===== config.mk =====
export PLATFORM = sky130hd
export DESIGN_NAME = sync_length_packet_deframer_flat
export DESIGN_NICKNAME = d
export VERILOG_FILES = /design/src/hw/rtl/sld_pkg.sv /design/src/hw/rtl/sld_if.sv /design/src/hw/rtl/sld_link_ctrl.sv /design/src/hw/rtl/sld_cache_ctr.sv /design/src/hw/rtl/sld_frame_fsm.sv /design/src/hw/rtl/sync_length_packet_deframer.sv /design/src/flat_wrapper.sv
export SDC_FILE = /design/constraint.sdc
export NUM_CORES = 1
export LEC_CHECK = 0
export ABC_AREA = 1
export ABC_CLOCK_PERIOD_IN_PS = 7900
export BUFFER_PORTS_ARGS = -buffer_cell sky130_fd_sc_hd__clkbuf_2
export CORE_MARGIN = 2
export CORE_UTILIZATION = 50
export CTS_CLUSTER_SIZE = 14
export DETAILED_ROUTE_END_ITERATION = 10
export GPL_TIMING_DRIVEN = 0
export PLACE_DENSITY_LB_ADDON = 0.05
export SLEW_MARGIN = 30
export SYNTH_ARGS = -nofsm -noshare
export SYNTH_HDL_FRONTEND = slang
export SYNTH_SLANG_ARGS = --single-unit
export TNS_END_PERCENT = 50

===== constraint.sdc =====
create_clock -name clk -period 7.9 [get_ports clk]
set_input_delay 1.58 -clock clk [delete_from_list [all_inputs] [get_ports clk]]
set_output_delay 1.58 -clock clk [all_outputs]
set_load 0.1 [all_outputs]

===== src/hw/rtl/sld_pkg.sv =====
// Package for the sync/length packet deframer.
// Holds command and event codes, framing constants and the structs that pass
// between the deframer modules. Depends on nothing.
package sld_pkg;

	// Input commands.
	typedef enum logic [1:0] {
		CMD_BYTE    = 2'd0,
		CMD_TICK    = 2'd1,
		CMD_POP     = 2'd2,
		CMD_CONNECT = 2'd3
	} cmd_t;

	// Result event codes.
	typedef enum logic [2:0] {
		EV_BYTE    = 3'd0,
		EV_HEART   = 3'd1,
		EV_PLAY    = 3'd2,
		EV_CACHED  = 3'd3,
		EV_DROP    = 3'd4,
		EV_BAD     = 3'd5,
		EV_TIMEOUT = 3'd6
	} event_t;

	// Framing state, one-hot.
	typedef enum logic [3:0] {
		PH_HUNT  = 4'b0001,
		PH_GOT_A = 4'b0010,
		PH_LEN   = 4'b0100,
		PH_BODY  = 4'b1000
	} phase_t;

	localparam logic [7:0]  SYNC_A        = 8'hAA;
	localparam logic [7:0]  SYNC_B        = 8'h55;
	localparam logic [7:0]  HB_LEN        = 8'h04;
	localparam logic [7:0]  HB_CODE       = 8'h02;
	localparam logic [7:0]  MAX_SHORT_LEN = 8'd3;
	localparam logic [7:0]  IDX_LEN       = 8'd2;
	localparam logic [7:0]  IDX_THIRD     = 8'd3;
	localparam logic [7:0]  IDX_FOURTH    = 8'd4;
	localparam logic [15:0] TIMEOUT_RESET = 16'd5000;
	localparam logic [15:0] IDLE_MAX      = 16'hFFFF;
	localparam int          CNT_W         = 5;

	// One accepted input item.
	typedef struct packed {
		logic [1:0] cmd;
		logic [7:0] rx_byte;
	} item_t;

	// Link status and link events for the item being processed.
	typedef struct packed {
		logic linked;
		logic connect;
		logic timeout;
	} link_t;

	// Framing outcome for the item being processed.
	typedef struct packed {
		logic        hit;
		event_t      ev;
		logic [7:0]  data;
		logic [7:0]  idx;
		logic        last;
		logic [15:0] ival;
		logic [7:0]  len;
		logic        cache_inc;
	} frame_t;

	// One result item.
	typedef struct packed {
		logic [2:0]       event_res;
		logic [7:0]       data_byte;
		logic [7:0]       byte_index;
		logic             last;
		logic [15:0]      frame_interval;
		logic [7:0]       packet_length;
		logic [CNT_W-1:0] cache_count;
	} result_t;

endpackage


===== src/hw/rtl/sld_if.sv =====
// Valid/ready channel interfaces of the deframer: input items and results.
// Depends on nothing; payload widths follow the item and result fields.
interface sld_item_if;
	logic       valid;
	logic       ready;
	logic [1:0] cmd;
	logic [7:0] rx_byte;

	modport source (output valid, output cmd, output rx_byte, input ready);
	modport sink (input valid, input cmd, input rx_byte, output ready);
endinterface

interface sld_result_if;
	logic        valid;
	logic        ready;
	logic [2:0]  event_res;
	logic [7:0]  data_byte;
	logic [7:0]  byte_index;
	logic        last;
	logic [15:0] frame_interval;
	logic [7:0]  packet_length;
	logic [4:0]  cache_count;

	modport source (output valid, output event_res, output data_byte, output byte_index,
		output last, output frame_interval, output packet_length, output cache_count,
		input ready);
	modport sink (input valid, input event_res, input data_byte, input byte_index,
		input last, input frame_interval, input packet_length, input cache_count,
		output ready);
endinterface


===== src/hw/rtl/sld_link_ctrl.sv =====
// Link control: connection flag, idle millisecond counter and timeout register.
// Depends on sld_pkg.
module sld_link_ctrl (
	input  logic            clk,
	input  logic            arst_n,
	input  logic            cfg_we,
	input  logic [15:0]     cfg_wdata,
	input  logic            go,
	input  logic [1:0]      cmd,
	output sld_pkg::link_t  link
);
	import sld_pkg::*;

	logic        linked_q;
	logic [15:0] idle_q;
	logic [15:0] timeout_q;
	logic [15:0] idle_inc;

	// Saturating idle count for a tick.
	assign idle_inc = (idle_q == IDLE_MAX) ? idle_q : idle_q + 16'd1;

	assign link.linked  = linked_q;
	assign link.connect = go && (cmd_t'(cmd) == CMD_CONNECT) && !linked_q;
	assign link.timeout = go && (cmd_t'(cmd) == CMD_TICK) && linked_q && (idle_inc > timeout_q);

	// Timeout register: the user must write it only while the block is idle; the block does not enforce this.
	always_ff @(posedge clk or negedge arst_n) begin
		if (!arst_n) begin
			timeout_q <= TIMEOUT_RESET;
		end else if (cfg_we) begin
			timeout_q <= cfg_wdata;
		end
	end

	// Link and idle time update.
	always_ff @(posedge clk or negedge arst_n) begin
		if (!arst_n) begin
			linked_q <= 1'b0;
			idle_q   <= '0;
		end else if (go) begin
			if (link.connect) begin
				linked_q <= 1'b1;
				idle_q   <= '0;
			end else if (linked_q && (cmd_t'(cmd) == CMD_TICK)) begin
				idle_q <= idle_inc;
				if (link.timeout) begin
					linked_q <= 1'b0;
				end
			end else if (linked_q && (cmd_t'(cmd) == CMD_BYTE)) begin
				idle_q <= '0;
			end
		end
	end

endmodule


===== src/hw/rtl/sld_cache_ctr.sv =====
// Cache occupancy counter: counts frames reported as cached, minus pops.
// Depends on sld_pkg.
module sld_cache_ctr #(
	parameter int CACHE_SLOTS = 16
) (
	input  logic                    clk,
	input  logic                    arst_n,
	input  logic                    go,
	input  logic                    pop,
	input  logic                    inc,
	output logic                    full,
	output logic [sld_pkg::CNT_W-1:0] count
);
	import sld_pkg::*;

	localparam int OCC_W = $clog2(CACHE_SLOTS + 1);

	logic [OCC_W-1:0]       occ_q;
	logic [OCC_W-1:0]       occ_d;
	logic [OCC_W+CNT_W-1:0] occ_ext;

	assign full = (occ_q >= OCC_W'(CACHE_SLOTS));

	// Next occupancy; a pop saturates at zero, a new frame only enters when not full.
	always_comb begin
		occ_d = occ_q;
		if (go) begin
			if (pop && (occ_q != '0)) begin
				occ_d = occ_q - OCC_W'(1);
			end else if (inc && !full) begin
				occ_d = occ_q + OCC_W'(1);
			end
		end
	end

	// The reported count is the occupancy after this step.
	assign occ_ext = {{CNT_W{1'b0}}, occ_d};
	assign count   = occ_ext[CNT_W-1:0];

	always_ff @(posedge clk or negedge arst_n) begin
		if (!arst_n) begin
			occ_q <= '0;
		end else begin
			occ_q <= occ_d;
		end
	end

	// Occupancy never goes past the number of slots.
	a_occ_bound: assert property (@(posedge clk) disable iff (!arst_n)
		occ_q <= OCC_W'(CACHE_SLOTS))
		else $error("cache occupancy above slot count");

	// Without a processed item the occupancy holds.
	a_occ_hold: assert property (@(posedge clk) disable iff (!arst_n)
		!go |=> $stable(occ_q))
		else $error("cache occupancy changed without an item");

	// Occupancy moves by at most one per item.
	a_occ_step: assert property (@(posedge clk) disable iff (!arst_n)
		go |=> (occ_q == $past(occ_q)) || (occ_q == $past(occ_q) + OCC_W'(1))
			|| (occ_q + OCC_W'(1) == $past(occ_q)))
		else $error("cache occupancy jumped");

endmodule


===== src/hw/rtl/sld_frame_fsm.sv =====
// Framing state machine: sync hunt, length capture, body count and end-of-packet report.
// Depends on sld_pkg.
module sld_frame_fsm (
	input  logic             clk,
	input  logic             arst_n,
	input  logic             go,
	input  logic [1:0]       cmd,
	input  logic [7:0]       rx_byte,
	input  sld_pkg::link_t   link,
	input  logic             cache_full,
	output sld_pkg::frame_t  frame
);
	import sld_pkg::*;

	phase_t      phase_q, phase_d;
	logic [7:0]  exp_len_q, exp_len_d;
	logic [7:0]  seen_q, seen_d;
	logic [15:0] ival_q, ival_d;
	logic [7:0]  third_q, third_d;
	logic        is_final;

	// The packet ends when the next index would reach the length.
	assign is_final = ({1'b0, seen_q} + 9'd1) == {1'b0, exp_len_q};

	always_comb begin
		phase_d   = phase_q;
		exp_len_d = exp_len_q;
		seen_d    = seen_q;
		ival_d    = ival_q;
		third_d   = third_q;
		frame     = '0;
		if (go) begin
			if (link.connect) begin
				phase_d   = PH_HUNT;
				seen_d    = '0;
				exp_len_d = '0;
			end else if (link.timeout) begin
				phase_d = PH_HUNT;
			end else if ((cmd_t'(cmd) == CMD_BYTE) && link.linked) begin
				case (phase_q)
					PH_HUNT: begin
						if (rx_byte == SYNC_A) begin
							phase_d = PH_GOT_A;
						end
					end
					PH_GOT_A: begin
						// A repeated first sync byte stays a candidate start.
						if (rx_byte == SYNC_B) begin
							phase_d = PH_LEN;
						end else if (rx_byte != SYNC_A) begin
							phase_d = PH_HUNT;
						end
					end
					PH_LEN: begin
						exp_len_d  = rx_byte;
						seen_d     = IDX_THIRD;
						frame.hit  = 1'b1;
						frame.data = rx_byte;
						frame.idx  = IDX_LEN;
						frame.len  = rx_byte;
						if (rx_byte <= MAX_SHORT_LEN) begin
							phase_d    = PH_HUNT;
							frame.ev   = EV_BAD;
							frame.last = 1'b1;
						end else begin
							phase_d  = PH_BODY;
							frame.ev = EV_BYTE;
						end
					end
					PH_BODY: begin
						seen_d = seen_q + 8'd1;
						if (seen_q == IDX_THIRD) begin
							third_d = rx_byte;
						end
						if (seen_q == IDX_FOURTH) begin
							ival_d = {third_q, rx_byte};
						end
						frame.hit  = 1'b1;
						frame.data = rx_byte;
						frame.idx  = seen_q;
						frame.len  = exp_len_q;
						frame.ev   = EV_BYTE;
						if (is_final) begin
							phase_d    = PH_HUNT;
							frame.last = 1'b1;
							if (exp_len_q == HB_LEN) begin
								frame.ev = (rx_byte == HB_CODE) ? EV_HEART : EV_BAD;
							end else if (ival_d == '0) begin
								frame.ev = EV_PLAY;
							end else if (!cache_full) begin
								frame.ev        = EV_CACHED;
								frame.ival      = ival_d;
								frame.cache_inc = 1'b1;
							end else begin
								frame.ev   = EV_DROP;
								frame.ival = ival_d;
							end
						end
					end
					default: begin
						phase_d = PH_HUNT;
					end
				endcase
			end
		end
	end

	// Framing state registers.
	always_ff @(posedge clk or negedge arst_n) begin
		if (!arst_n) begin
			phase_q   <= PH_HUNT;
			exp_len_q <= '0;
			seen_q    <= '0;
			ival_q    <= '0;
			third_q   <= '0;
		end else begin
			phase_q   <= phase_d;
			exp_len_q <= exp_len_d;
			seen_q    <= seen_d;
			ival_q    <= ival_d;
			third_q   <= third_d;
		end
	end

endmodule


===== src/hw/rtl/sync_length_packet_deframer.sv =====
// Top level of the sync/length packet deframer.
// Depends on sld_pkg, sld_if, sld_link_ctrl, sld_cache_ctr and sld_frame_fsm.
//
// Usage:
// The item channel carries commands: a received byte, a millisecond tick, a
// cache pop or a new connection. The result channel returns at most one result
// per item: each packet byte from the length byte on with its index, and on the
// last byte a heartbeat, play now, cached, dropped or malformed report; a
// timeout result when the idle time passes timeout_ms.
// The configuration port writes timeout_ms at any edge with cfg_we high; write
// it only while no transfer is in flight.
// An item is registered in the input register at its transfer, processed from
// there, and its result is held in the output register.
// Throughput is one item per cycle unless the receiver stalls, set by the single
// input register stage; the framing state is updated by one short pass of logic
// per item. Reset clears the link, the framing state, the cache count and the
// valid flags of both pipeline registers, and sets timeout_ms to 5000. When the
// receiver stalls, the held result blocks the processing stage, and the item
// channel drops ready once the input register is occupied as well.
module sync_length_packet_deframer #(
	parameter int CACHE_SLOTS = 16
) (
	input  logic         clk,
	input  logic         arst_n,
	input  logic         cfg_we,
	input  logic [15:0]  cfg_wdata,
	sld_item_if.sink     item,
	sld_result_if.source result
);
	import sld_pkg::*;

	logic    v_s1;
	item_t   item_s1;
	logic    out_valid_q;
	result_t res_q;
	result_t res_d;
	logic    out_free;
	logic    go;
	link_t   link;
	frame_t  frame;
	logic    cache_full;
	logic [CNT_W-1:0] cache_count;

	// The input stage advances whenever the output register can take a result.
	assign out_free   = !out_valid_q || result.ready;
	assign go         = v_s1 && out_free;
	assign item.ready = !v_s1 || out_free;

	// Input register.
	always_ff @(posedge clk or negedge arst_n) begin
		if (!arst_n) begin
			v_s1 <= 1'b0;
		end else if (item.ready) begin
			v_s1 <= item.valid;
		end
	end

	always_ff @(posedge clk) begin
		if (item.ready && item.valid) begin
			item_s1.cmd     <= item.cmd;
			item_s1.rx_byte <= item.rx_byte;
		end
	end

	sld_link_ctrl u_link (
		.clk       (clk),
		.arst_n    (arst_n),
		.cfg_we    (cfg_we),
		.cfg_wdata (cfg_wdata),
		.go        (go),
		.cmd       (item_s1.cmd),
		.link      (link)
	);

	sld_frame_fsm u_fsm (
		.clk        (clk),
		.arst_n     (arst_n),
		.go         (go),
		.cmd        (item_s1.cmd),
		.rx_byte    (item_s1.rx_byte),
		.link       (link),
		.cache_full (cache_full),
		.frame      (frame)
	);

	sld_cache_ctr #(
		.CACHE_SLOTS (CACHE_SLOTS)
	) u_cache (
		.clk    (clk),
		.arst_n (arst_n),
		.go     (go),
		.pop    (cmd_t'(item_s1.cmd) == CMD_POP),
		.inc    (frame.cache_inc),
		.full   (cache_full),
		.count  (cache_count)
	);

	// Result assembly: a timeout report or the framing outcome.
	always_comb begin
		res_d             = '0;
		res_d.cache_count = cache_count;
		if (link.timeout) begin
			res_d.event_res = EV_TIMEOUT;
			res_d.last      = 1'b1;
		end else begin
			res_d.event_res      = frame.ev;
			res_d.data_byte      = frame.data;
			res_d.byte_index     = frame.idx;
			res_d.last           = frame.last;
			res_d.frame_interval = frame.ival;
			res_d.packet_length  = frame.len;
		end
	end

	// Output register.
	always_ff @(posedge clk or negedge arst_n) begin
		if (!arst_n) begin
			out_valid_q <= 1'b0;
		end else if (out_free) begin
			out_valid_q <= go && (frame.hit || link.timeout);
		end
	end

	always_ff @(posedge clk) begin
		if (out_free) begin
			res_q <= res_d;
		end
	end

	assign result.valid          = out_valid_q;
	assign result.event_res      = res_q.event_res;
	assign result.data_byte      = res_q.data_byte;
	assign result.byte_index     = res_q.byte_index;
	assign result.last           = res_q.last;
	assign result.frame_interval = res_q.frame_interval;
	assign result.packet_length  = res_q.packet_length;
	assign result.cache_count    = res_q.cache_count;

	// A new item never lands on an input register that is not moving on.
	a_no_overrun: assert property (@(posedge clk) disable iff (!arst_n)
		item.valid && item.ready && v_s1 |-> out_free)
		else $error("input register overrun");

	// A result that is not the end of a packet is always a plain packet byte.
	a_mid_is_byte: assert property (@(posedge clk) disable iff (!arst_n)
		out_valid_q && !res_q.last |-> res_q.event_res == EV_BYTE)
		else $error("non-final result with a report code");

	// A forwarded packet byte lies inside the packet.
	a_byte_in_packet: assert property (@(posedge clk) disable iff (!arst_n)
		out_valid_q && (res_q.event_res == EV_BYTE)
			|-> (res_q.byte_index >= IDX_LEN) && (res_q.byte_index < res_q.packet_length))
		else $error("packet byte index outside the packet");

endmodule

===== src/flat_wrapper.sv =====
// flat-port wrapper written by rule: the top's interface ports become plain ports
module sync_length_packet_deframer_flat import sld_pkg::*;
#(
	parameter int CACHE_SLOTS = 16
)
  (clk, arst_n, cfg_we, cfg_wdata, item_valid, item_cmd, item_rx_byte, item_ready, result_valid, result_event_res, result_data_byte, result_byte_index, result_last, result_frame_interval, result_packet_length, result_cache_count, result_ready);
  sld_item_if item_i ();
  sld_result_if result_i ();
  input  logic clk;
  input  logic arst_n;
  input  logic cfg_we;
  input  logic [15:0] cfg_wdata;
  input wire logic [$bits(item_i.valid)-1:0] item_valid;
  input wire logic [$bits(item_i.cmd)-1:0] item_cmd;
  input wire logic [$bits(item_i.rx_byte)-1:0] item_rx_byte;
  output wire logic [$bits(item_i.ready)-1:0] item_ready;
  output wire logic [$bits(result_i.valid)-1:0] result_valid;
  output wire logic [$bits(result_i.event_res)-1:0] result_event_res;
  output wire logic [$bits(result_i.data_byte)-1:0] result_data_byte;
  output wire logic [$bits(result_i.byte_index)-1:0] result_byte_index;
  output wire logic [$bits(result_i.last)-1:0] result_last;
  output wire logic [$bits(result_i.frame_interval)-1:0] result_frame_interval;
  output wire logic [$bits(result_i.packet_length)-1:0] result_packet_length;
  output wire logic [$bits(result_i.cache_count)-1:0] result_cache_count;
  input wire logic [$bits(result_i.ready)-1:0] result_ready;
  assign item_i.valid = item_valid;
  assign item_i.cmd = item_cmd;
  assign item_i.rx_byte = item_rx_byte;
  assign item_ready = item_i.ready;
  assign result_valid = result_i.valid;
  assign result_event_res = result_i.event_res;
  assign result_data_byte = result_i.data_byte;
  assign result_byte_index = result_i.byte_index;
  assign result_last = result_i.last;
  assign result_frame_interval = result_i.frame_interval;
  assign result_packet_length = result_i.packet_length;
  assign result_cache_count = result_i.cache_count;
  assign result_i.ready = result_ready;
  sync_length_packet_deframer #(.CACHE_SLOTS(CACHE_SLOTS)) u_core (.clk(clk), .arst_n(arst_n), .cfg_we(cfg_we), .cfg_wdata(cfg_wdata), .item(item_i), .result(result_i));
endmodule

Word level (Yosys, flattened, before mapping). Cells that the tools add are included.

Add/sub/neg operators: 5. Mux-type cells: 55. Equal/unequal tests: 20. $lt $le $gt $ge: 3. Bitwise operators: 6. Reduce and logical (&&, ||, !) cells: 38.

Operator list (number): $mux 16 (13); $mux 46 (4); $mux 8 (7); $pmux 21 s2 (1); $mux 4 (8); $pmux 8 s2 (2); $mux 3 (6); $mux 17 (1); $add 16x1->16 const B (1); $eq 16x16->1 const B (1); $eq 8x2->1 const B (2); $eq 8x3->1 const B (2); $gt 16x16->1 (1); $logic_not 16->1 (1); $pmux 4 s4 (1); $mux 5 (3); $logic_and 1x1->1 (12); $reduce_and 5->1 (2); $add 8x1->9 const B (1); $eq 9x8->1 (1); $mux 1 (9); $reduce_bool 3->1 (3); $add 8x1->8 const B (1); $eq 8x7->1 const B (1); 27 further kinds (43).

Output and inout bits: 51. Bits in registers: 143. Word-level logic and storage cells: 148.

Longest topological paths before layout. Gate-level depths: netlist (run 1).

Depth after elaboration: 22. Mapped depth: 23. Mapped depth without buffers: 23.

By module. Synthesis (run 1) repeated with hierarchy kept, for this count alone.

Cell total of the unflattened synthesis: 969. Area, all modules: 7936.4 µm².

By module, submodules not included: sld_frame_fsm (area each 2957.8 µm², times used 1, sequential area each 1102.3 µm², cells each 446); sync_length_packet_deframer (area each 2255.9 µm², times used 1, sequential area each 1821.7 µm², cells each 163); sld_link_ctrl (area each 2249.7 µm², times used 1, sequential area each 832.0 µm², cells each 293); sld_cache_ctr (area each 473.0 µm², times used 1, sequential area each 125.1 µm², cells each 67).

Worst setup path after synthesis (run 1). No wires, ideal clock.

Kind: in2reg. Start point: input result_ready. End point: register u_core.res_q (netlist bit u_core.result.event_res[0]), data pin. Path buffers: 1. Data arrival time: 4.161 ns. Stages: 11. Required time: 7.733 ns. Library setup time: 0.167 ns. Path slack: 3.572 ns. Cells stage by stage: inv_1 nand2_1 nand2_1 inv_2 nand2_1 nor2_1 inv_2 nand2_1 inv_1 buf_2 a211oi_1.

Longest elaborated chain between the ends: 6. Elaborated cells on any way between the ends: 9. Those cells by class: bitwise: 1; reduce/logical: 8.

Ends and longest elaborated chain: from (decl) (line flat_wrapper.sv:25) `input wire logic [$bits(result_i.ready)-1:0] result_ready;`; $logic_or 1x1->1 * (line sync_length_packet_deframer.sv:45) `assign out_free = !out_valid_q || result.ready;`; net u_core.out_free (line sync_length_packet_deframer.sv:37) `logic out_free;`; $logic_and 1x1->1 * (line sync_length_packet_deframer.sv:46) `assign go = v_s1 && out_free;`; $logic_and 1x1->1 (3 in a row) (line sld_link_ctrl.sv:24) `assign link.timeout = go && (cmd_t'(cmd) == CMD_TICK) && linked_q && (idle_inc > timeout_q);`; $reduce_or 4->1 (no line) *; to (signal assigned) (line sync_length_packet_deframer.sv:126) `res_q <= res_d;`; to (decl) (line sync_length_packet_deframer.sv:35) `result_t res_q;`.

Mark *: on every way through the listed nets, which the timed path passes. The rest lies on a longest branch. A chain may end at the register's enable or synchronous reset.

Worst setup path in the final report (run 1). Same ends and word-level chain as after synthesis.

==> results of run 1 <==
[kinds of logic after synthesis]
| kind of cell | after synthesis |
|---|---|
| muxes | 1 |
| DFF | 143 |
| xor gates and xnor gates | 12 |
| adders and majority gates | 21 |
| and+or+nand+nor | 346 |
| buffers and inverters | 137 |
| AOI/OAI and AO/OA | 137 |
[metrics by stage]
step / instance area [sq um] / instances
2_1_floorplan: 7080 / 797
3_3_place_gp: 7710 / 1058
3_5_place_dp: 7750 / 1059
4_1_cts: 8310 / 1091
5_1_grt: 8310 / 1091
6_report: 8310 / 1091
[synthesized netlist by cell type, drive strengths merged]
cell type,n
nand3b,2
nand3,41
a21oi,10
a211oi,3
o31ai,1
o2111ai,1
a31oi,4
o311ai,1
nor4,4
o22ai,26
edfxtp,59
clkbuf,11
nor3,18
xor2,11
mux2,1
dfstp,6
buf,5
o32ai,1
nor2,87
ha,21
o21bai,2
dfrtp,78
a21o,2
o21ai,84
nand4,10
o211ai,2
inv,121
nand2,184
xnor2,1
[how the worst max path moves through the flow]
stage | start | to | slack (ps) | cells past startpoint
2_1_floorplan | result_ready | u_core.result.event_res[0]$_SDFFCE_PP0P_ | 3570 | 11
3_3_place_gp | result_ready | u_core.result.event_res[0]$_SDFFCE_PP0P_ | 2220 | 12
3_5_place_dp | result_ready | u_core.result.event_res[0]$_SDFFCE_PP0P_ | 3390 | 12
4_1_cts | result_ready | u_core.result.event_res[0]$_SDFFCE_PP0P_ | 3820 | 12
5_1_grt | result_ready | u_core.result.event_res[0]$_SDFFCE_PP0P_ | 3490 | 12
6_report | result_ready | u_core.result.event_res[0]$_SDFFCE_PP0P_ | 3860 | 12
[per-layer routing]
metal  wire, um  vias up  share of wire, %  global-route usage, %
met3        832       19               4.9                   5.58
met4        256        0               1.5                   7.76
met5          0        -                 0                      0
li1           -     2846                 -                      -
met1       7840     2758                46                   32.1
met2       8210      139                48                   39.6
[cells in the final DEF, fill, tap and decap left out, types with 6 or more instances in the layout]
| master | count |
|---|---|
| xor2_1 | 10 |
| nor2_1 | 80 |
| clkbuf_16 | 17 |
| nand3_1 | 38 |
| dfstp_2 | 6 |
| nand2_1 | 177 |
| clkbuf_1 | 13 |
| inv_1 | 117 |
| clkbuf_2 | 80 |
| a21oi_1 | 10 |
| dfrtp_1 | 78 |
| edfxtp_1 | 59 |
| nand4_1 | 10 |
| nor2_2 | 6 |
| nor3_1 | 17 |
| o22ai_1 | 26 |
| o21ai_0 | 73 |
| o21ai_1 | 11 |
| ha_1 | 21 |
[worst reg2reg max path, stage by stage (launching register included)]
cell and delay (ps):
dfrtp_1 380, ha_1 190, nand3_1 120, nor3_1 280, nand2_1 140, nor2_1 240
nand2_1 240, inv_1 180, nor3_1 70, nand2_1 70, xor2_1 220, inv_1 70
ha_1 290, nand2_1 80, nor2_1 50, nand2_1 60, o211ai_1 80, nand2_1 80
o2111ai_1 120, nand2_1 170, inv_1 100, nor2_1 200, a21oi_1 80
[final cells by class]
class | count | area, sq um
Inverter | 121 | 454
Sequential cell | 143 | 3880
Buffer | 16 | 82.6
Tap cell | 180 | 225
Multi-Input combinational cell | 517 | 2670
Timing Repair Buffer | 82 | 442
Clock inverter | 13 | 123
Clock buffer | 19 | 433
Fill cell | 1263 | 5520
[registers in the layout (all words and copies together), names as in the netlist]
| name | count |
|---|---|
| u_core.result.cache_count | 5 |
| u_core.item_s1 | 10 |
| u_core.u_fsm.third_q | 8 |
| u_core.u_fsm.phase_q | 4 |
| u_core.result.frame_interval | 16 |
| u_core.result.data_byte | 8 |
| u_core.v_s1 | 1 |
| u_core.result.event_res | 3 |
| u_core.u_link.linked_q | 1 |
| u_core.result.byte_index | 8 |
| u_core.u_link.idle_q | 16 |
| u_core.result.valid | 1 |
| u_core.u_fsm.seen_q | 8 |
| u_core.u_cache.occ_q | 5 |
| u_core.u_link.timeout_q | 16 |
| u_core.u_fsm.exp_len_q | 8 |
| u_core.u_fsm.ival_q | 16 |
| u_core.result.packet_length | 8 |
| u_core.result.last | 1 |
[power by group]
group	leakage, nW	switching [W]	total (W)	internal [W]
Clock	0.265	0.000305	0.000763	0.000458
Sequential	1.77	0.0000904	0.000991	0.000900
Combinational	2.01	0.000616	0.000804	0.000188
==> impl_results.md, run 1 <==
* Top-area cell type share of the netlist area at 27.6%
* Endpoint type of the worst setup path: flip-flop
* Area growth from synthesis to layout at 17.4%
* Die Wd at 123 um
* Sequential element share of the synthesized area at 54.9%
* First-pass GRT wire length at 27700 um
* CP max FO at 51
* Status: complete, no violations
* Largest family of logic cells by synthesized area: simple AND/OR/NAND/NOR gates
* Tot GR Track Use at 24.2%
* Initial antenna violation count at 0
* Critical path arrival at 4270 ps
* Final hold viol count at 0
* Hold path endpoint: u_core.u_fsm.ival_q[14]$_DFFE_PN0P_
* Max-slew headroom at 48.5%
* Max-slew violations at 0
* Post-route ant nets at 0
* Worst-margin pin slew at 768 ps
* FF-to-FF path depth at 22
* Nature of the critical path startpoint: input pin
* Die height at 123 um
* Final Setup Violations at 0
* Grt ovf at 0
* Yosys warns at 0
* Peak VDD IR at 0.239 mV
* Setup TNS Final at 0 ps
* Min-delay src: u_core.u_fsm.ival_q[14]$_DFFE_PN0P_
* Buf/Inv on CP at 6
* Setup Skew at 6.93 ps
* Num rows at 43
* CORE AREA at 13800 sq um
* Clock Latency Late Sink at 420 ps
* Drt total wl at 17100 um
* Synth Area in Simple Gates at 21.4%
* Clock sink count at 143
* Fmax at 0.248 GHz
* CTS tree: done
* HP Class: reg2reg
* Worst setup margin at 3860 ps
* Top Ports at 82
* Worst stage delay on the critical path at 490 ps
* Reg2Reg Launch Point: u_core.u_link.idle_q[1]$_DFFE_PN0P_
* Post-synthesis instance area at 7080 sq um
* Htree depth at 4
* Drt via density at 5.28
* Crit Path Class: in2reg
* Root buffer cell: clkbuf_16
* Net count after synthesis at 849
* Worst Path Required at 8130 ps
* Clock Pin Slew Worst Setup and Hold Paths at 60 ps
* Average wire per standard cell at 15.7 um
* Drc violations at 0
* Initial Util at 51.2%
* Share of cells above drive strength 1 at 15.9%
* RSZ-0062 raised after global routing: false
* Dpl hpwl at 12800 um
* Mux share of post-synthesis cell area at 0.159%
* Post-synthesis xor/xnor area fraction at 1.59%
* DRT Pass-1 Iters at 5
* ANT cells at 0
* Via count at 5762
* Crit path cell chain: clkbuf_2, inv_1, nand2_4, nand2_1, inv_2, nand2_1, nor2_1, inv_2, nand2_1, inv_1, buf_2, a211oi_1
* CP max-delay cell: nand2_4
* CTS max path bufs at 2
* Final core occ at 60.1%
* Initial DRC count at 453
* Minimum clock period at 4040 ps
* Post-synthesis register bit count at 143
* Worst path top cell family by delay: simple AND/OR/NAND/NOR gates
* Post-synth top area cell: dfrtp_1
* Die Area at 15100 sq um
* Setup Slack @ Placement at 3390 ps
* Largest net degree at the start of global routing at 52
* Resized cells post-CTS at 0
* Post-Syn Instances at 797
* Final Wtd Congestion at 0.977
* Post-Synth Adder-Cell Area at 3.71%
* Max cap viols at 0
* Total power draw at 0.00256 W
* Mean Syn Cell Area at 8.88 sq um
* Synth Area in Compound Gates at 10.7%
* Unique masters post-synth at 42
* PwrDens at 308 nW/um^2
* Worst R2R End: u_core.result.event_res[2]$_SDFFCE_PP1P_
* LEAKAGE at 4.05 nW
* Number of setup buffers added after CTS at 0
* Final Cycle Share at 51.1%
* CTS Hold Bufs at 0
* Hold depth at 2
* Port Buf Inserts at 81
* Total CTS buffers at 17
* Final net count at 950
* Number of global-route vias before repair at 5651
* Fin Hold WS at 487 ps
* Cell mode on critical path: nand2_1
* Synth area leaders: dfrtp_1 28%, edfxtp_1 25%, nand2_1 9.4%
* Reg2Reg Setup Slack at 4140 ps
No activity file was read; power rests on OpenSTA's default activity.
==> inputs of run 2 (changes only) <==
ABC_AREA = 0   (was 1)
ABC_CLOCK_PERIOD_IN_PS = 3700   (was 7900)
clock period = 3.7 ns   (was 7.9 ns; I/O delays follow)
==> run 2 against run 1 <==
Compared with the run above:
- critical path depth rose by 3
- worst hold slack worse by 300 ps
- non-clock buffer count grew 17
- combinational power is 12% lower
- global-route usage fell by 2.1 points
- largest cell class unchanged
==> impl_results.md, run 2 <==
* Status: complete, no violations
* Drc violations at 0
* PwrDens at 501 nW/um^2
* Initial antenna violation count at 0
* Setup Slack @ Placement at -726 ps
* Crit Path Class: reg2reg
* DRT Pass-1 Iters at 5
* Worst-margin pin slew at 716 ps
* Max-slew violations at 0
* Worst R2R End: u_core.result.valid$_DFFE_PN0P_
* Switching Fraction at 28.3%
* Sequential share of power at 44.5%
* Yosys warns at 0
* FF-to-FF path depth at 15
* Die Wd at 125 um
* Commonest cells in the netlist: 78 x dfrtp_1, 61 x o21ai_0, 59 x edfxtp_1, 54 x nand2_1, 51 x nor2_1
* Top-area cell type share of the netlist area at 26.8%
* Clock Latency Late Sink at 420 ps
* Post-Syn Instances at 658
* Grt ovf at 0
* Final Wtd Congestion at 0.892
* Unique masters post-synth at 70
* Post-synth EDFFs at 59
* Die height at 125 um
* HP Class: in2async
* Largest net degree at the start of global routing at 61
* Internal power at 0.00310 W
* Minimum clock period at 3610 ps
* Final Cycle Share at 97.5%
* Final Non-Filler Cells at 963
* Clk pwr share at 39.2%
* CTS Hold Bufs at 0
* Setup Skew at 6.31 ps
* Max-slew headroom at 52.2%
* Combinational share of power at 16.4%
* LEAKAGE at 4.00 nW
* Number of global-route vias before repair at 5524
* First-pass GRT wire length at 27400 um
* Post-route ant nets at 0
* Critical path arrival at 3850 ps
* Max cap viols at 0
* Post-synth top area cell: dfrtp_1
* Drt via density at 5.65
* Worst setup margin at 91.5 ps
* Initial DRC count at 311
* Reg2Reg Setup Slack at 90 ps
* Ys flop type: dfrtp_1
* CP max FO at 8
* Die Area at 15500 sq um
* Final hold viol count at 0
* CTS tree: done
* CTS max path bufs at 2
* Dpl hpwl at 11600 um
* Fmax at 0.277 GHz
* Synth area leaders: dfrtp_1 27%, edfxtp_1 24%, mux2_2 4.3%
* Total CTS buffers at 17
* Port Buf Inserts at 81
* Share of cells above drive strength 1 at 25.0%
* Worst Path Required at 3940 ps
* Reg2Reg Launch Point: u_core.u_link.idle_q[7]$_DFFE_PN0P_
* Placed Instances at 924
* Net count after synthesis at 710
* Post-synth ARST share at 58.7%
* CORE AREA at 14400 sq um
* Initial Util at 50.6%
* Top-count cell post-synth: dfrtp_1
* Nature of the critical path startpoint: flip-flop
* Clock Pin Slew Worst Setup and Hold Paths at 60 ps
* Design area at 8650 sq um
* ANT cells at 0
* Peak VDD IR at 0.240 mV
* Final core occ at 60.2%
* Area growth from synthesis to layout at 18.8%
* Post-synthesis instance area at 7280 sq um
* Htree depth at 4
* Sequential element share of the synthesized area at 53.3%
* Final net count at 818
* Via count at 5444
* Num rows at 44
* Mean Syn Cell Area at 11.1 sq um
* Clock sink count at 143
* Tot GR Track Use at 22.1%
* Average wire per standard cell at 17.0 um
* Top Ports at 82
* Root buffer cell: clkbuf_16
* Commonest cells after routing, fill and taps aside: 83 x clkbuf_2, 78 x dfrtp_1, 61 x o21ai_0
* Commonest non-fill, non-tap cell in the layout: clkbuf_2
* DP Area at 7950 sq um
* Drt total wl at 16400 um
* Post-synthesis register bit count at 143
* Final Setup Violations at 0
* Endpoint type of the worst setup path: flip-flop
* Switch Pwr at 0.00123 W
run 2: power by group through the flow:
stage	Sequential (W)	Combinational (W)	Clock [W]
2_1_floorplan	0.00204	0.000418	0
3_3_place_gp	0.00195	0.000660	0
3_5_place_dp	0.00195	0.000693	0
4_1_cts	0.00193	0.000698	0.00172
5_1_grt	0.00195	0.000791	0.00179
6_report	0.00193	0.000709	0.00170
run 2: worst max-delay path by stage:
stage	start	endpoint	slack (ps)	cells after the start
floorplan	u_core.u_link.idle_q[0]$_DFFE_PN0P_	u_core.result.event_res[2]$_SDFFCE_PP1P_	300	14
global placement	u_core.u_link.idle_q[0]$_DFFE_PN0P_	u_core.result.last$_SDFFCE_PP1P_	-700	14
detailed placement	u_core.u_link.idle_q[0]$_DFFE_PN0P_	u_core.result.last$_SDFFCE_PP1P_	-730	14
CTS	u_core.u_link.idle_q[0]$_DFFE_PN0P_	u_core.result.valid$_DFFE_PN0P_	30	15
global route	u_core.u_link.idle_q[7]$_DFFE_PN0P_	u_core.result.valid$_DFFE_PN0P_	-40	15
finish	u_core.u_link.idle_q[7]$_DFFE_PN0P_	u_core.result.valid$_DFFE_PN0P_	90	15
run 2: logic make-up after synthesis:
kind of cell / Yosys count / share of synthesized area (%)
fa+ha+maj: 21 / 3.61
mux: 45 / 6.67
flops: 143 / 53.3
compound gates: 136 / 12.2
xor+xnor: 24 / 2.89
buf+inv: 61 / 3.95
simple gates: 228 / 17.3
run 2: critical path, cell delays in order (launching register included):
cell and delay [ps]:
dfrtp_1 320, clkbuf_4 170, nand4_1 240, or4_4 620, o21ai_4 180, nor2_1 70
xor2_1 180, ha_1 340, buf_4 140, nand4_1 150, nor3_2 90, o2bb2ai_2 140
o41ai_4 340, buf_4 190, buf_4 150, nand3_1 110
run 2: per-stage QoR:
stage	setup TNS [ps]	total power, W	hold slack (ps)
after floorplan	0	0.00245	444
after global placement	-4910	0.00261	505
after detailed placement	-4520	0.00265	513
after CTS	0	0.00434	185
after global routing	-48.3	0.00453	196
final	0	0.00433	191
run 2: timing repair:
action                     4_1_cts  5_1_grt
resized for setup                3        9
setup endpoints to repair        9        9
pin swaps                        3        6
setup buffers                    4        3
run 2: area by class of cell:
class | instances | area [sq um]
buffer | 26 | 163
clock buffer | 23 | 479
clock inverter | 9 | 106
fill | 1219 | 5720
inverter | 35 | 131
multi-input combinational | 454 | 3160
sequential | 143 | 3880
tap | 184 | 230
timing repair buffer | 89 | 494
run 2: routing by layer:
layer,GRT usage [%],wire (um),vias to the layer above
met5,0,0,-
met4,9.32,406,0
met3,4.25,636,30
met2,36.1,8080,123
met1,29.0,7250,2688
li1,-,-,2603
==> inputs of run 3 (changes only) <==
SYNTH_HIERARCHICAL = 1   (was default)
==> run 3 against run 2 <==
Compared with the run above:
- the run now ends with setup timing left
- die area increased by 3.8%
- total power decreased by 7.4%
- combinational power decreased by 7.2%
- first-iteration DRC count increased by 22%
- synthesized cell count increased by 5.0%
- worst setup slack got worse by 700 ps
- sequential share of layout area decreased by 4.2 points
- clock skew about the same
- register-to-register slack got worse by 700 ps
- non-clock buffer count increased by 51
- worst hold slack got worse by 35 ps
- final cell count increased by 7.8%
==> impl_results.md, run 3 <==
* Ys flop type: dfrtp_1
* Nature of the critical path startpoint: flip-flop
* Top-count cell post-synth: dfrtp_1
* Via count at 5810
* Num rows at 44
* CTS max path bufs at 2
* Worst path top cell family by delay: simple AND/OR/NAND/NOR gates
* Commonest non-fill, non-tap cell in the layout: clkbuf_2
* Final Cycle Share at 116%
* Max-slew violations at 0
* Post-synthesis instance area at 7560 sq um
* Average wire per standard cell at 17.2 um
* Top-area cell type share of the netlist area at 25.8%
* Initial DRC count at 379
* Fmax at 0.232 GHz
* Worst stage delay on the critical path at 520 ps
* Largest net degree at the start of global routing at 74
* FF-to-FF path depth at 19
* Reg2Reg Setup Slack at -600 ps
* ANT cells at 0
* Status: finished with violations
* Commonest cells after routing, fill and taps aside: 82 x clkbuf_2, 70 x dfrtp_1, 59 x edfxtp_1
* Root buffer cell: clkbuf_16
* Dpl hpwl at 11900 um
* RSZ-0062 raised after global routing: true
* Crit Path Class: reg2reg
* Post-Syn Instances at 691
* Sequential element share of the synthesized area at 51.3%
* CP max FO at 5
* Post-synth top area cell: dfrtp_1
* Worst Path Required at 3860 ps
* Buf/Inv on CP at 1
* Die Wd at 127 um
* Placed Instances at 957
* Commonest cells in the netlist: 78 x dfrtp_1, 59 x edfxtp_1, 49 x nand2_1, 45 x nor2_1, 44 x nor2b_1
* Unique masters post-synth at 83
* Final net count at 894
* Grt ovf at 0
* First-pass GRT wire length at 27800 um
* Initial Util at 51.7%
* Area growth from synthesis to layout at 26.4%
* Max-slew headroom at 49.3%
* Net count after synthesis at 744
* Crit path cell chain: ha_4, nand4_4, or4_4, buf_8, mux2_4, ha_4, nor2b_4, o211ai_1, a2111o_1, a311oi_4, nor2_2, and4_4, nand2_2, nand4b_4, nor2b_4, and2b_1, nand3_1, mux2i_1, xor2_1
* CTS tree: done
* Setup Skew at 6.03 ps
* Post-synth EDFFs at 59
* Minimum clock period at 4300 ps
* Drt total wl at 17900 um
* Worst setup margin at -605 ps
* CP max-delay cell: or4_4
* Drc violations at 0
* Post-route ant nets at 0
* Drt via density at 5.60
* Final Non-Filler Cells at 1038
* Tot GR Track Use at 22.0%
* Number of global-route vias before repair at 5571
* Critical path arrival at 4460 ps
* Synth area leaders: dfrtp_1 26%, edfxtp_1 23%, mux2_2 3.7%
* Post-synth ARST share at 58.7%
* Yosys warns at 6
* Initial antenna violation count at 0
* Endpoint type of the worst setup path: flip-flop
* Peak VDD IR at 0.464 mV
* Setup TNS Final at -44810 ps
* Worst R2R End: u_core/result.cache_count[2]$_DFFE_PP_
* Violated checks: setup timing
* Max cap viols at 0
* Fill count at 1191
* HP Class: in2async
* CORE AREA at 14600 sq um
* Htree depth at 4
* Final hold viol count at 0
* Worst-margin pin slew at 761 ps
* DRT Pass-1 Iters at 5
* Mean Syn Cell Area at 10.9 sq um
* PwrDens at 419 nW/um^2
* Share of cells above drive strength 1 at 34.3%
* LEAKAGE at 4.48 nW
* Reg2Reg Launch Point: u_core/u_link/idle_q[1]$_DFFE_PN0P_
* Final Wtd Congestion at 0.889
* Top Ports at 82
* Die Area at 16100 sq um
* Clock sink count at 143
* Total CTS buffers at 17
* Clock Pin Slew Worst Setup and Hold Paths at 60 ps
* Final Setup Violations at 99
* Number of cells on the critical path at 19
* Port Buf Inserts at 81
* Post-synthesis register bit count at 143
* Clock Latency Late Sink at 420 ps
* Die height at 127 um
## run 3: cell types whose count changed after synthesis, sizes merged, moves of 6 or more
| cell | before | now |
|---|---|---|
| nor2 | 55 | 47 |
| a22o | 10 | 20 |
| buf | 10 | 22 |
| and3 | 11 | 5 |
| nor2b | 5 | 44 |
| nand3 | 27 | 16 |
| o21ai | 63 | 47 |
| inv | 35 | 28 |
## run 3: how the worst max path moves through the flow
stage                                          from  slack [ps]                                     end
2_1_floorplan   u_core/u_link/idle_q[1]$_DFFE_PN0P_        -830  u_core/result.cache_count[2]$_DFFE_PP_
3_3_place_gp                           result_ready       -1880  u_core/result.cache_count[2]$_DFFE_PP_
4_1_cts        u_core/u_link/idle_q[12]$_DFFE_PN0P_        -740  u_core/result.cache_count[2]$_DFFE_PP_
5_1_grt         u_core/u_link/idle_q[0]$_DFFE_PN0P_        -790  u_core/result.cache_count[2]$_DFFE_PP_
3_5_place_dp    u_core/u_link/idle_q[1]$_DFFE_PN0P_       -1520  u_core/result.cache_count[2]$_DFFE_PP_
6_report        u_core/u_link/idle_q[1]$_DFFE_PN0P_        -600  u_core/result.cache_count[2]$_DFFE_PP_
## run 3: power breakdown
part / switching [W] / leakage, nW / internal, W
logic: 0.000442 / 2.44 / 0.000216
registers: 0.000107 / 1.79 / 0.00176
clock network: 0.000618 / 0.252 / 0.000865
total: 0.00117 / 4.48 / 0.00284
## run 3: worst register-to-register path, stage by stage, from the launching register on
cell and delay [ps]:
dfrtp_2 390, ha_4 150, nand4_4 170, or4_4 520, buf_8 160, mux2_4 320, ha_4 270, nor2b_4 120
o211ai_1 90, a2111o_1 450, a311oi_4 320, nor2_2 90, and4_4 220, nand2_2 60, nand4b_4 140, nor2b_4 60
and2b_1 180, nand3_1 80, mux2i_1 90, xor2_1 180
## run 3: layout make-up
cell class	instances	area (sq um)	area share (%)
Sequential cell	143	3890	40.7
Clock buffer	24	462	4.83
Buffer	33	210	2.20
Timing Repair Buffer	133	867	9.07
Tap cell	184	230	2.41
Clock inverter	8	43.8	0.458
Inverter	28	105	1.10
Multi-Input combinational cell	485	3750	39.3
## run 3: logic make-up (layout without fill, tap and decap cells)
group,Yosys count,count (layout),synth area share [%]
compound gates,132,132,12.0
mux,45,45,6.43
buf+inv,63,226,3.72
xor+xnor,27,27,3.31
flops,143,143,51.3
fa+ha+maj,22,22,3.64
simple gates,259,259,19.6
## run 3: metrics by stage
| step | area (sq um) | worst slack [ps] | hold WS [ps] | total power [W] | utilization [%] |
|---|---|---|---|---|---|
| 5_1_grt | 9560 | -793 | 147 | 0.00417 | 65.3 |
| 6_report | 9560 | -605 | 157 | 0.00401 | 65.3 |
| 3_3_place_gp | 8290 | -1880 | 505 | 0.00247 | 56.6 |
| 2_1_floorplan | 7660 | -826 | 444 | 0.00233 | - |
| 4_1_cts | 9070 | -742 | 143 | 0.00400 | 62.0 |
| 3_5_place_dp | 8340 | -1520 | 508 | 0.00250 | 56.9 |
## run 3: per-layer routing
metal	vias to the layer above	wire length [um]	GRT usage [%]
met5	-	0	0
met4	0	231	6.66
met3	25	661	4.06
met2	152	9010	37.0
met1	2818	7980	29.2
li1	2815	-	-
## run 3: repair_timing
action	in CTS	in global routing
resized for setup	35	63
endpoints found under the hold margin	0	0
buffers inserted	15	34
hold buffers	0	0
pin swaps	12	29
cloned	1	2
endpoints found under the setup margin	100	99
